<file path="config.mk">
export PLATFORM = sky130hd
export DESIGN_NAME = spl_cell
export DESIGN_NICKNAME = d
export VERILOG_FILES = /design/src/rtl/spl_pkg.sv /design/src/rtl/spl_cell.sv
export SDC_FILE = /design/constraint.sdc
export NUM_CORES = 1
export LEC_CHECK = 0
export BUFFER_PORTS_ARGS = -buffer_cell sky130_fd_sc_hd__buf_4
export CORE_ASPECT_RATIO = 1.75
export CORE_MARGIN = 4
export CORE_UTILIZATION = 42
export DETAILED_ROUTE_END_ITERATION = 16
export GPL_TIMING_DRIVEN = 1
export PLACE_DENSITY = 0.82
export SLEW_MARGIN = 10
export SYNTH_ARGS = -nofsm -noshare
export SYNTH_HDL_FRONTEND = slang
export SYNTH_SLANG_ARGS = --single-unit
</file>
<file path="constraint.sdc">
create_clock -name clk -period 3.1 [get_ports clk]
set_clock_uncertainty 0.2 [all_clocks]
set_input_delay 0.155 -clock clk [delete_from_list [all_inputs] [get_ports clk]]
set_output_delay 0.155 -clock clk [all_outputs]
set_load 0.02 [all_outputs]
</file>
<file path="src/rtl/spl_pkg.sv">
package spl_pkg;

  localparam int KEY_W = 32;
  localparam int ID_W  = 16;

  typedef enum logic [2:0] {
    CMD_SORTED = 3'd0,
    CMD_HEAD   = 3'd1,
    CMD_TAIL   = 3'd2,
    CMD_POP    = 3'd3,
    CMD_REMOVE = 3'd4
  } cmd_t;

  typedef struct packed {
    logic load_new;
    logic take_prev;
    logic take_next;
  } cell_ctrl_t;

endpackage

</file>
<file path="src/rtl/spl_cell.sv">
module spl_cell (
  input  logic                     clk,
  input  spl_pkg::cell_ctrl_t      ctrl,
  input  logic [spl_pkg::KEY_W-1:0] prev_key,
  input  logic [spl_pkg::ID_W-1:0]  prev_id,
  input  logic [spl_pkg::KEY_W-1:0] next_key,
  input  logic [spl_pkg::ID_W-1:0]  next_id,
  input  logic [spl_pkg::KEY_W-1:0] new_key,
  input  logic [spl_pkg::ID_W-1:0]  new_id,
  input  logic [spl_pkg::KEY_W-1:0] cmp_key,
  input  logic [spl_pkg::ID_W-1:0]  cmp_id,
  output logic [spl_pkg::KEY_W-1:0] key_q,
  output logic [spl_pkg::ID_W-1:0]  id_q,
  output logic                     ge,
  output logic                     id_hit
);
  import spl_pkg::*;

  logic [KEY_W-1:0] key_r, key_nxt;
  logic [ID_W-1:0]  id_r, id_nxt;

  // shift from a neighbour or take the new entry
  always_comb begin
    key_nxt = key_r;
    id_nxt  = id_r;
    if (ctrl.take_prev) begin
      key_nxt = prev_key;
      id_nxt  = prev_id;
    end else if (ctrl.take_next) begin
      key_nxt = next_key;
      id_nxt  = next_id;
    end else if (ctrl.load_new) begin
      key_nxt = new_key;
      id_nxt  = new_id;
    end
  end

  always_ff @(posedge clk) begin
    key_r <= key_nxt;
    id_r  <= id_nxt;
  end

  assign key_q  = key_r;
  assign id_q   = id_r;
  assign ge     = $signed(key_r) >= $signed(cmp_key);
  assign id_hit = (id_r == cmp_id);

endmodule

</file>
==> Yosys cells after proc, flatten, opt, wreduce, memory -nomap -nowiden <==
Index checks and enable logic that the tools add are counted.
{ "word_totals": {"regBits": 48, "inputBits": 196, "output_inout_bits": 50, "word_cells": 11} }
{ "op_classes": {"n_lt_le_gt_ge": 1, "eq_ne": 1, "muxes": 6, "n_reduce_logical": 1} }
{ "op_table": {"columns": ["op", "n"], "rows": [
  ["$mux 32", 3],
  ["$mux 16", 3],
  ["$ge 32x32->1", 1],
  ["$eq 16x16->1", 1],
  ["$reduce_bool 3->1", 1]
]} }

==> Depth between registers and ports, before layout <==
Gate-level depths: netlist (run 1).
{ "logic_depth": {"ltp_word": 3, "depth_mapped": 8} }

==> Least setup slack after synthesis (run 1) <==
OpenSTA, ideal clock, no wires.
{ "synth_path": {"kind": "input to register", "from": "input port ctrl[1] in the netlist's numbering", "to": "register id_r[0] (netlist: id_q[0]) (enable)", "arrival_time_ns": 1.705, "path_slack_ns": 0.787, "path_stages": 3, "path_buffers": 2, "path_cell_list": "clkbuf_1 -> clkbuf_1 -> or3_1"} }
{ "synth_between": {"elab_chain_cells": 1} }
{ "synth_lines": {"columns": ["item", "line_no", "text"], "rows": [
  ["from (decl)", "spl_cell.sv:3", "input spl_pkg::cell_ctrl_t ctrl,"],
  ["$reduce_bool 3->1 (no source line)", null, null],
  ["to (signal assigned)", "spl_cell.sv:40", "id_r <= id_nxt;"],
  ["to (decl)", "spl_cell.sv:20", "logic [ID_W-1:0] id_r, id_nxt;"]
]} }
No other way between the ends.
A chain may end at the register's enable or synchronous reset.

==> Worst setup path after layout (run 1) <==
{ "layout_path": {"from": "register key_r[23] (netlist: key_q[23])", "to": "output port ge"} }
{ "layout_between": {"elab_chain_cells": 1} }
{ "layout_lines": {"columns": ["item", "line_no", "text"], "rows": [
  ["from (decl)", "spl_cell.sv:19", "logic [KEY_W-1:0] key_r, key_nxt;"],
  ["from (signal assigned)", "spl_cell.sv:39", "key_r <= key_nxt;"],
  ["$ge 32x32->1", "spl_cell.sv:45", "assign ge = $signed(key_r) >= $signed(cmp_key);"],
  ["to (decl)", "spl_cell.sv:14", "output logic ge,"]
]} }
No other way between the ends.

==> results of run 1 <==
## logic make-up after synthesis
| logic type | after synthesis | share of synthesized area |
|---|---|---|
| XOR/XNOR | 16 | 0.0408 |
| buffers and inverters | 49 | 0.0561 |
| AO/OA/AOI/OAI | 75 | 0.123 |
| multiplexers | 48 | 0.140 |
| flip-flops | 48 | 0.420 |
| adder cells (fa/ha/maj) | 32 | 0.117 |
| AND/OR/NAND/NOR | 77 | 0.105 |
## worst max-delay path, stage by stage, from the launching register on
cell	delay [ns]
sky130_fd_sc_hd__edfxtp_1	0.39
sky130_fd_sc_hd__ha_1	0.32
sky130_fd_sc_hd__a21oi_1	0.18
sky130_fd_sc_hd__o21a_1	0.14
sky130_fd_sc_hd__o21ai_0	0.08
sky130_fd_sc_hd__a2111oi_1	0.55
sky130_fd_sc_hd__and3_1	0.24
sky130_fd_sc_hd__o22ai_2	0.06
sky130_fd_sc_hd__buf_4	0.16
## layer usage
layer / part of all wire / GRT usage
met5: 0 / 0
met4: 0.069 / 0.171
met3: 0.084 / 0.0795
met2: 0.53 / 0.484
met1: 0.31 / 0.242
## worst min path at each step
stage,slack (ns),depth (start not counted),from,to
6_report,0.01,3,prev_key[6],key_q[6]
5_1_grt,0.003,3,prev_key[10],key_q[10]
4_1_cts,0.0003,3,prev_key[6],key_q[6]
3_5_place_dp,0.24,3,prev_key[4],key_q[4]
3_3_place_gp,0.23,3,prev_id[2],id_q[2]
2_1_floorplan,0.14,2,prev_key[29],key_q[29]
## repair_timing
action                     in CTS  in global routing
hold buffers                   39                  0
setup endpoints to repair       0                  0
hold endpoints to repair       39                  0
## cells in the final DEF, fill, tap and decap left out, types with 2 or more instances in the layout
| cell type | synthesis | final |
|---|---|---|
| sky130_fd_sc_hd__nor2_1 | 2 | 2 |
| sky130_fd_sc_hd__mux2i_1 | 48 | 48 |
| sky130_fd_sc_hd__clkbuf_16 | 0 | 5 |
| sky130_fd_sc_hd__clkinv_1 | 0 | 2 |
| sky130_fd_sc_hd__a21o_1 | 3 | 3 |
| sky130_fd_sc_hd__dlygate4sd3_1 | 0 | 39 |
| sky130_fd_sc_hd__o21ai_0 | 50 | 50 |
| sky130_fd_sc_hd__xnor2_1 | 16 | 16 |
| sky130_fd_sc_hd__nor4_1 | 2 | 2 |
| sky130_fd_sc_hd__a21oi_1 | 14 | 14 |
| sky130_fd_sc_hd__nand3_1 | 3 | 3 |
| sky130_fd_sc_hd__buf_4 | 1 | 247 |
| sky130_fd_sc_hd__nand2_1 | 54 | 54 |
| sky130_fd_sc_hd__nor2b_1 | 2 | 2 |
| sky130_fd_sc_hd__inv_1 | 32 | 32 |
| sky130_fd_sc_hd__edfxtp_1 | 48 | 48 |
| sky130_fd_sc_hd__ha_1 | 32 | 32 |
| sky130_fd_sc_hd__nand4_1 | 10 | 10 |
| sky130_fd_sc_hd__o21a_1 | 2 | 2 |
## through the flow
step,util,instance area [um^2]
5_1_grt,0.742,5900
3_5_place_dp,0.672,5350
3_3_place_gp,0.672,5350
4_1_cts,0.742,5900
2_1_floorplan,-,3440
6_report,0.742,5900
## power by group through the flow
stage          Clock (mW)  Sequential [mW]  Combinational [mW]
2_1_floorplan           0            0.954               0.263
3_3_place_gp            0            0.862               0.732
3_5_place_dp            0            0.869               0.750
4_1_cts             0.618            0.856               0.791
5_1_grt             0.640            0.864               0.855
6_report            0.602            0.855               0.791
## state kept, by name (all words and copies together) (netlist names)
name and count:
id_q 16, key_q 32
## area by class of cell
cell class / count / area, um^2
Fill cell: 554 / 2060
Inverter: 32 / 120
Tap cell: 90 / 113
Clock buffer: 5 / 125
Sequential cell: 48 / 1440
Multi-Input combinational cell: 248 / 1800
Clock inverter: 3 / 37.5
Timing Repair Buffer: 287 / 2260
==> results.cfg, run 1 <==
[logic_synthesis]
post-synth-top-count-cell = sky130_fd_sc_hd__nand2_1
avgSynthCellArea_um2 = 9.96
synth.net_count = 573
ys_ff_latch = 48
synth_largest_type_area_fraction = 0.420
syn_inst = 345
yosysWarningCount = 0
synth_top_cells_by_area = sky130_fd_sc_hd__edfxtp_1 42%, sky130_fd_sc_hd__mux2i_1 14%, sky130_fd_sc_hd__ha_1 12%
synth_enable_flop_cells = 48
sequential_element_share_of_the_synthesized_area = 0.420
postSynth.asyncResetShare = 0
post_synth_num_cell_types = 28
synthesis.area_um2 = 3440
synth_ff_type = sky130_fd_sc_hd__edfxtp_1
synth_top_area_cell = sky130_fd_sc_hd__edfxtp_1
yosys-top-cells-count = 54 x sky130_fd_sc_hd__nand2_1, 50 x sky130_fd_sc_hd__o21ai_0, 48 x sky130_fd_sc_hd__edfxtp_1, 48 x sky130_fd_sc_hd__mux2i_1

[placement]
dp_worst_setup_slack_ns = 0.609
finalWeightedCongestion = 0.904
half_perimeter_wire_length_after_detailed_placement_um = 10400
dpl.cell_count = 666
io_buffer_count = 245

[status]
run_status = completed

[clock_tree]
clock_tree_from_tritoncts = done
numCtsBuffers = 5
cts.reportedPaths.clkPinSlew_ns = 0.07
htree_num_levels = 2
cts_root_buf = sky130_fd_sc_hd__clkbuf_16
clockBufferDepth = 2
cts_num_sinks = 48
cts_post_setup_buffers_inserted = 0
cts_resized = 0

[global_route]
grt_pass1_wl_um = 19700
grt_max_degree = 97
vias_in_the_first_global_route = 4124
antenna_violations_before_repair = 0
track_usage = 0.260
grt.overflow.total = 0

[worst_setup_path]
critPathLaunch = key_q[23]
critical_path.endpoint = ge
cp_data_arrival_time_ns = 2.42
timing.critical_path.fanout_max = 3
endpoint_type_of_the_worst_setup_path = primary output
criticalPathCategory = register to primary output
critPathRequiredTime_ns = 2.74
setup.worst_path.start_class = register

[floorplan]
die_area_um2 = 9750
initial_utilization = 0.431
core.rowCount = 43
die_h_um = 128
fp.coreArea_um2 = 7960
die_w_um = 76.4
design.portCount = 246

[routing]
postRouteAntennaNets = 0
drt-initial-drc-count = 190
drtPass1Iterations = 4
drt_via_density = 5.22
drt-wirelength-per-cell_um = 18.2
drt-total-wl_um = 13000
vias = 3721
drt_drc_violations_left = 0

[sta]
hold-worst-slack_ns = 0.0125
setup-tns-final_ns = 0
timing.fmax_mhz = 360
setup_slack_ns = 0.324
finalCritPeriodShare = 0.895
drv_slew = 0
finalWorstPathRequiredPeriod_ns = 2.78
setup_viol_count_final = 0
worstMarginPinSlew_ns = 0.780
rsz0062_at_grt = false
relSlewSlack = 0.480
hold_viol_final = 0

[power_and_ir_drop]
seq_power_share = 0.380
p_sw_uw = 647
total_leakage_power_nw = 2.95
share_clk_of_total_power = 0.268
cell_internal_pwr_mw = 1.60
power_density_nw_per_um2 = 381
fin_total_pwr_mw = 2.25
switching_share = 0.288
power.ir.vdd_worst_uv = 289
comb_power_share = 0.352

[hold_path]
hold_path_class = input port to register

[finish]
finalNetCount = 850
num_antenna_cells = 0
share_of_cells_above_drive_strength_1 = 0.417
synthToLayoutAreaGrowth_pct = 71.8
final_cells = 713

[run]
timing.max_cap.violations = 0
Note: power is estimated with default switching activity, not from simulation.
==> run 2, diff against run 1 <==
--- a/config.mk
+++ b/config.mk
@@ -6,7 +6,7 @@
 export NUM_CORES = 1
 export LEC_CHECK = 0
 export BUFFER_PORTS_ARGS = -buffer_cell sky130_fd_sc_hd__buf_4
-export CORE_ASPECT_RATIO = 1.75
+export CORE_ASPECT_RATIO = 0.7
 export CORE_MARGIN = 4
 export CORE_UTILIZATION = 42
 export DETAILED_ROUTE_END_ITERATION = 16
==> run 2 against run 1 <==
  * Sequential cell count unchanged
  * Die area down 0.35%
  * Non-clock buffer count up 7
  * Worst setup slack better by 0.028 ns
  * Wire length down 0.28%
  * Largest cell class unchanged
  * Hold slack better by 0.0081 ns
  * Design area up 1.3%
  * Via count down 0.27%
  * Sequential power about the same
  * Clock-buffer cell count unchanged
  * Maximum frequency up 1.0%
  * Critical path depth unchanged
==> results.cfg, run 2 (synthesis results as in run 1) <==
[sta]
setup-tns-final_ns = 0
setup_viol_count_final = 0
worstMarginPinSlew_ns = 1.13
hold-worst-slack_ns = 0.0206
setup_slack_ns = 0.352
drv_slew = 0
finalWorstPathRequiredPeriod_ns = 2.75
finalCritPeriodShare = 0.886
relSlewSlack = 0.245
hold_viol_final = 0
timing.fmax_mhz = 364
rsz0062_at_grt = false

[routing]
drt_via_density = 5.08
drt-initial-drc-count = 222
postRouteAntennaNets = 0
drt-total-wl_um = 13000
vias = 3711
drtPass1Iterations = 4
drt_drc_violations_left = 0
drt-wirelength-per-cell_um = 17.7

[worst_setup_path]
critical_path.cell_chain = ha_1 -> a21oi_1 -> nand2_1 -> a221o_1 -> o31ai_2 -> and3_1 -> o22ai_2 -> buf_4
endpoint_type_of_the_worst_setup_path = primary output
cp_data_arrival_time_ns = 2.39
cpPeakStageDelay_ns = 0.39
cpMaxStageDelayCell = sky130_fd_sc_hd__edfxtp_1
critPathRequiredTime_ns = 2.74
setup.worst_path.start_class = register
timing.critical_path.max_delay_family = compound AO/OA/AOI/OAI gates
timing.critical_path.fanout_max = 3
critical_path_buf_inv_count = 1
criticalPathCategory = register to primary output

[global_route]
grt_max_degree = 97
global_route.peak_usage_layer = met2
vias_in_the_first_global_route = 4017
antenna_violations_before_repair = 0
track_usage = 0.267
global_route.usage.met2 = 0.483
grt_pass1_wl_um = 20100
grt.overflow.total = 0
grt_use_met3 = 0.0717
grt.met1_usage = 0.302

[clock_tree]
cts_root_buf = sky130_fd_sc_hd__clkbuf_16
clockBufferDepth = 2
cts_post_setup_buffers_inserted = 0
cts.reportedPaths.clkPinSlew_ns = 0.07
numCtsBuffers = 5
htree_num_levels = 2
cts_hold_buf = 47
clock_tree_from_tritoncts = done
cts_resized = 0
cts_num_sinks = 48

[placement]
half_perimeter_wire_length_after_detailed_placement_um = 9500
dp_worst_setup_slack_ns = 0.662
dpl.cell_count = 676
finalWeightedCongestion = 0.899
io_buffer_count = 245

[power_and_ir_drop]
seq_power_share = 0.377
power_density_nw_per_um2 = 381
fin_total_pwr_mw = 2.28
share_clk_of_total_power = 0.272
cell_internal_pwr_mw = 1.61
switching_share = 0.292
comb_power_share = 0.351
p_sw_uw = 665
power.ir.vdd_worst_uv = 272
total_leakage_power_nw = 2.98

[floorplan]
die_w_um = 116
core.rowCount = 27
fp.coreArea_um2 = 7910
design.portCount = 246
initial_utilization = 0.435
die_h_um = 83.7
die_area_um2 = 9710

[hold_path]
hold_path_class = input port to register
whs_endpoint = key_q[1]
hold_start = prev_key[1]
worst_hold_path.num_cells = 3

[run]
timing.max_cap.violations = 0

[finish]
layout.cells.most_common_list = 247 x sky130_fd_sc_hd__buf_4, 54 x sky130_fd_sc_hd__nand2_1, 50 x sky130_fd_sc_hd__o21ai_0, 48 x sky130_fd_sc_hd__mux2i_1, 48 x sky130_fd_sc_hd__edfxtp_1
share_of_cells_above_drive_strength_1 = 0.414
synthToLayoutAreaGrowth_pct = 74.1
num-fill-cells = 555
finalNetCount = 857
final_cells = 731
most_common_cell_after_layout_fill_and_taps_aside = sky130_fd_sc_hd__buf_4
num_antenna_cells = 0
largest_register_ff_count = 32

[status]
run_status = completed
[run 2: changes by cell type in the layout (fill, tap and decap cells not counted)]
cell	before	now
sky130_fd_sc_hd__clkinvlp_4	0	1
sky130_fd_sc_hd__clkinv_2	0	1
sky130_fd_sc_hd__clkinv_1	2	0
sky130_fd_sc_hd__buf_12	1	0
sky130_fd_sc_hd__dlygate4sd3_1	39	47
[run 2: power groups by stage]
stage          clock (mW)  combinational, mW  sequential (mW)
6_report            0.619              0.800            0.858
3_5_place_dp            0              0.742            0.870
2_1_floorplan           0              0.263            0.954
3_3_place_gp            0              0.722            0.863
5_1_grt             0.662              0.867            0.867
4_1_cts             0.629              0.796            0.856
[run 2: worst max path at each step]
stage,startpoint,endpoint,slack [ns],depth (start not counted)
after global placement,key_q[17],ge,0.71,8
after floorplan,ctrl[1],id_q[0],0.79,3
after CTS,key_q[14],ge,0.30,8
after global routing,key_q[14],ge,0.17,8
after detailed placement,key_q[14],ge,0.66,8
final,key_q[14],ge,0.35,8
[run 2: metal layers]
layer,routed length (um),vias to the layer above,part of all wire
met5,0,-,0
li1,-,1805,-
met4,272,0,0.021
met1,4780,1709,0.37
met2,6790,172,0.52
met3,1120,25,0.087
[run 2: area by class of cell]
| cell class | instances | area [um^2] | share of cell area |
|---|---|---|---|
| flip-flops and latches | 48 | 1440 | 0.241 |
| well taps | 101 | 126 | 0.0211 |
| clock buffers | 5 | 125 | 0.0209 |
| repair buffers | 294 | 2320 | 0.389 |
| clock inverters | 3 | 42.5 | 0.00711 |
| multi-input cells | 248 | 1800 | 0.301 |
| inverters | 32 | 120 | 0.0201 |
[run 2: worst min-delay path, stage by stage]
cell                      delay [ns]
sky130_fd_sc_hd__buf_4          0.08
sky130_fd_sc_hd__nand2_1        0.04
sky130_fd_sc_hd__o21ai_0        0.11
[run 2: stage by stage]
| stage | cell area [um^2] | util |
|---|---|---|
| finish | 5980 | 0.757 |
| global route | 5980 | 0.757 |
| CTS | 5980 | 0.757 |
| detailed placement | 5350 | 0.676 |
| global placement | 5350 | 0.676 |
| floorplan | 3440 | - |
==> run 3, diff against run 2 <==
--- a/config.mk
+++ b/config.mk
@@ -5,7 +5,7 @@
 export SDC_FILE = /design/constraint.sdc
 export NUM_CORES = 1
 export LEC_CHECK = 0
-export BUFFER_PORTS_ARGS = -buffer_cell sky130_fd_sc_hd__buf_4
+export BUFFER_PORTS_ARGS = -buffer_cell sky130_fd_sc_hd__buf_2
 export CORE_ASPECT_RATIO = 0.7
 export CORE_MARGIN = 4
 export CORE_UTILIZATION = 42
==> constraint.sdc (replaced) <==
create_clock -name clk -period 2.65 [get_ports clk]
set_clock_uncertainty 0.2 [all_clocks]
set_input_delay 0.1325 -clock clk [delete_from_list [all_inputs] [get_ports clk]]
set_output_delay 0.1325 -clock clk [all_outputs]
set_load 0.02 [all_outputs]
==> run 3 against run 2 <==
  * Worst setup slack worse by 0.33 ns
  * Combinational power up 5.2%
  * Hold slack got worse by 0.022 ns
  * Utilization is 5.8 points lower
  * Design area is 7.6% lower
  * Clock-buffer cell count unchanged
  * Critical path depth did not move
  * Total power is 13% higher
  * Critical path type unchanged
  * The flow now finishes with violations (hold timing)
  * Clock power rose by 18%
  * Cell count is 0.68% higher
  * Largest cell class is now multi-input gates
  * Wire length shrank 3.0%
  * Sequential share of layout area is 2.0 points higher
==> results.cfg, run 3 (synthesis results as in run 1) <==
[worst_setup_path]
timing.critical_path.fanout_max = 2
setup.worst_path.start_class = register
endpoint_type_of_the_worst_setup_path = primary output
criticalPathCategory = register to primary output
critPathRequiredTime_ns = 2.32
cp_data_arrival_time_ns = 2.29

[floorplan]
design.portCount = 246
core.rowCount = 27
die_area_um2 = 9710
initial_utilization = 0.435
fp.coreArea_um2 = 7910
die_w_um = 116
die_h_um = 83.7

[global_route]
vias_in_the_first_global_route = 3840
track_usage = 0.251
grt_max_degree = 97
antenna_violations_before_repair = 0
grt.overflow.total = 0
grt_pass1_wl_um = 19100

[clock_tree]
cts.reportedPaths.clkPinSlew_ns = 0.07
htree_num_levels = 2
clock_tree_from_tritoncts = done
cts_num_sinks = 48
clockBufferDepth = 2
numCtsBuffers = 5
cts_root_buf = sky130_fd_sc_hd__clkbuf_16

[finish]
layout.cells.most_common_list = 244 x sky130_fd_sc_hd__buf_2, 53 x sky130_fd_sc_hd__nand2_1, 50 x sky130_fd_sc_hd__o21ai_0
largest_register_ff_count = 32
finalNetCount = 862
share_of_cells_above_drive_strength_1 = 0.433
finish.instance_area_um2 = 5530
most_common_cell_after_layout_fill_and_taps_aside = sky130_fd_sc_hd__buf_2
final_cells = 736
synthToLayoutAreaGrowth_pct = 60.9
num_antenna_cells = 0

[status]
run_status = complete, but fails checks
violations = hold timing

[sta]
drv_slew = 0
hold-worst-slack_ns = -0.00113
finalWorstPathRequiredPeriod_ns = 2.63
setup-tns-final_ns = 0
finalCritPeriodShare = 0.991
relSlewSlack = 0.476
timing.fmax_mhz = 381
rsz0062_at_grt = true
worstMarginPinSlew_ns = 0.786
setup_viol_count_final = 0
hold_viol_final = 1

[placement]
dpl.cell_count = 678
half_perimeter_wire_length_after_detailed_placement_um = 9420
place_area_um2 = 4770
io_buffer_count = 245
finalWeightedCongestion = 0.875

[routing]
vias = 3652
drt-total-wl_um = 12600
drt_via_density = 4.96
postRouteAntennaNets = 0
drt-wirelength-per-cell_um = 17.1
drtPass1Iterations = 4
drt_drc_violations_left = 0
drt-initial-drc-count = 182

[power_and_ir_drop]
power.ir.vdd_worst_uv = 260
total_leakage_power_nw = 2.82
power_density_nw_per_um2 = 466

[run]
timing.max_cap.violations = 0

[hold_path]
hold_path_class = input port to register
## run 3: worst max-delay path, stage by stage, from the launching register on
cell and delay [ns]:
sky130_fd_sc_hd__edfxtp_1 0.42, sky130_fd_sc_hd__ha_1 0.32, sky130_fd_sc_hd__nand2_2 0.11, sky130_fd_sc_hd__o21ai_0 0.12, sky130_fd_sc_hd__a221o_1 0.35, sky130_fd_sc_hd__o31ai_2 0.25
sky130_fd_sc_hd__and3_1 0.20, sky130_fd_sc_hd__o22ai_2 0.06, sky130_fd_sc_hd__buf_4 0.16
## run 3: final timing paths
check | cells after the start | startpoint | slack, ns | endpoint
worst max-delay path | 8 | key_q[6] | 0.02 | ge
worst min-delay path | 3 | prev_key[29] | -0.001 | key_q[29]
## run 3: cell type report
cell class / count / area, um^2
Sequential cell: 48 / 1440
Fill cell: 597 / 2380
Timing Repair Buffer: 299 / 1780
Clock inverter: 3 / 42.5
Multi-Input combinational cell: 248 / 1890
Clock buffer: 5 / 125
Tap cell: 101 / 126
Inverter: 32 / 120
## run 3: power breakdown
| part | switching [mW] | internal (mW) |
|---|---|---|
| Clock | 0.289 | 0.444 |
| Combinational | 0.439 | 0.403 |
| Sequential | 0.0613 | 0.941 |
## run 3: repair_timing
action                                  in CTS  in global routing
endpoints found under the setup margin       1                  1
hold endpoints to repair                    46                  0
resized for setup                            2                 10
buffers inserted                             2                  0
pin swaps                                    3                  1
hold buffers                                48                  0
## run 3: metal layers
metal / wire, um / vias to the layer above / global-route usage
met1: 4780 / 1665 / 0.292
met2: 6710 / 155 / 0.467
li1: - / 1816 / -
met3: 912 / 16 / 0.0529
met4: 172 / 0 / 0.0558
met5: 0 / - / 0
## run 3: per-stage QoR
step	total power [mW]	hold slack (ns)	utilization	setup slack, ns
floorplan	1.42	0.120	-	0.360
global placement	1.73	0.207	0.604	0.281
detailed placement	1.76	0.215	0.604	0.231
CTS	2.55	0.000297	0.689	0.00224
global route	2.71	0.0174	0.699	-0.0658
finish	2.58	-0.00113	0.699	0.0247
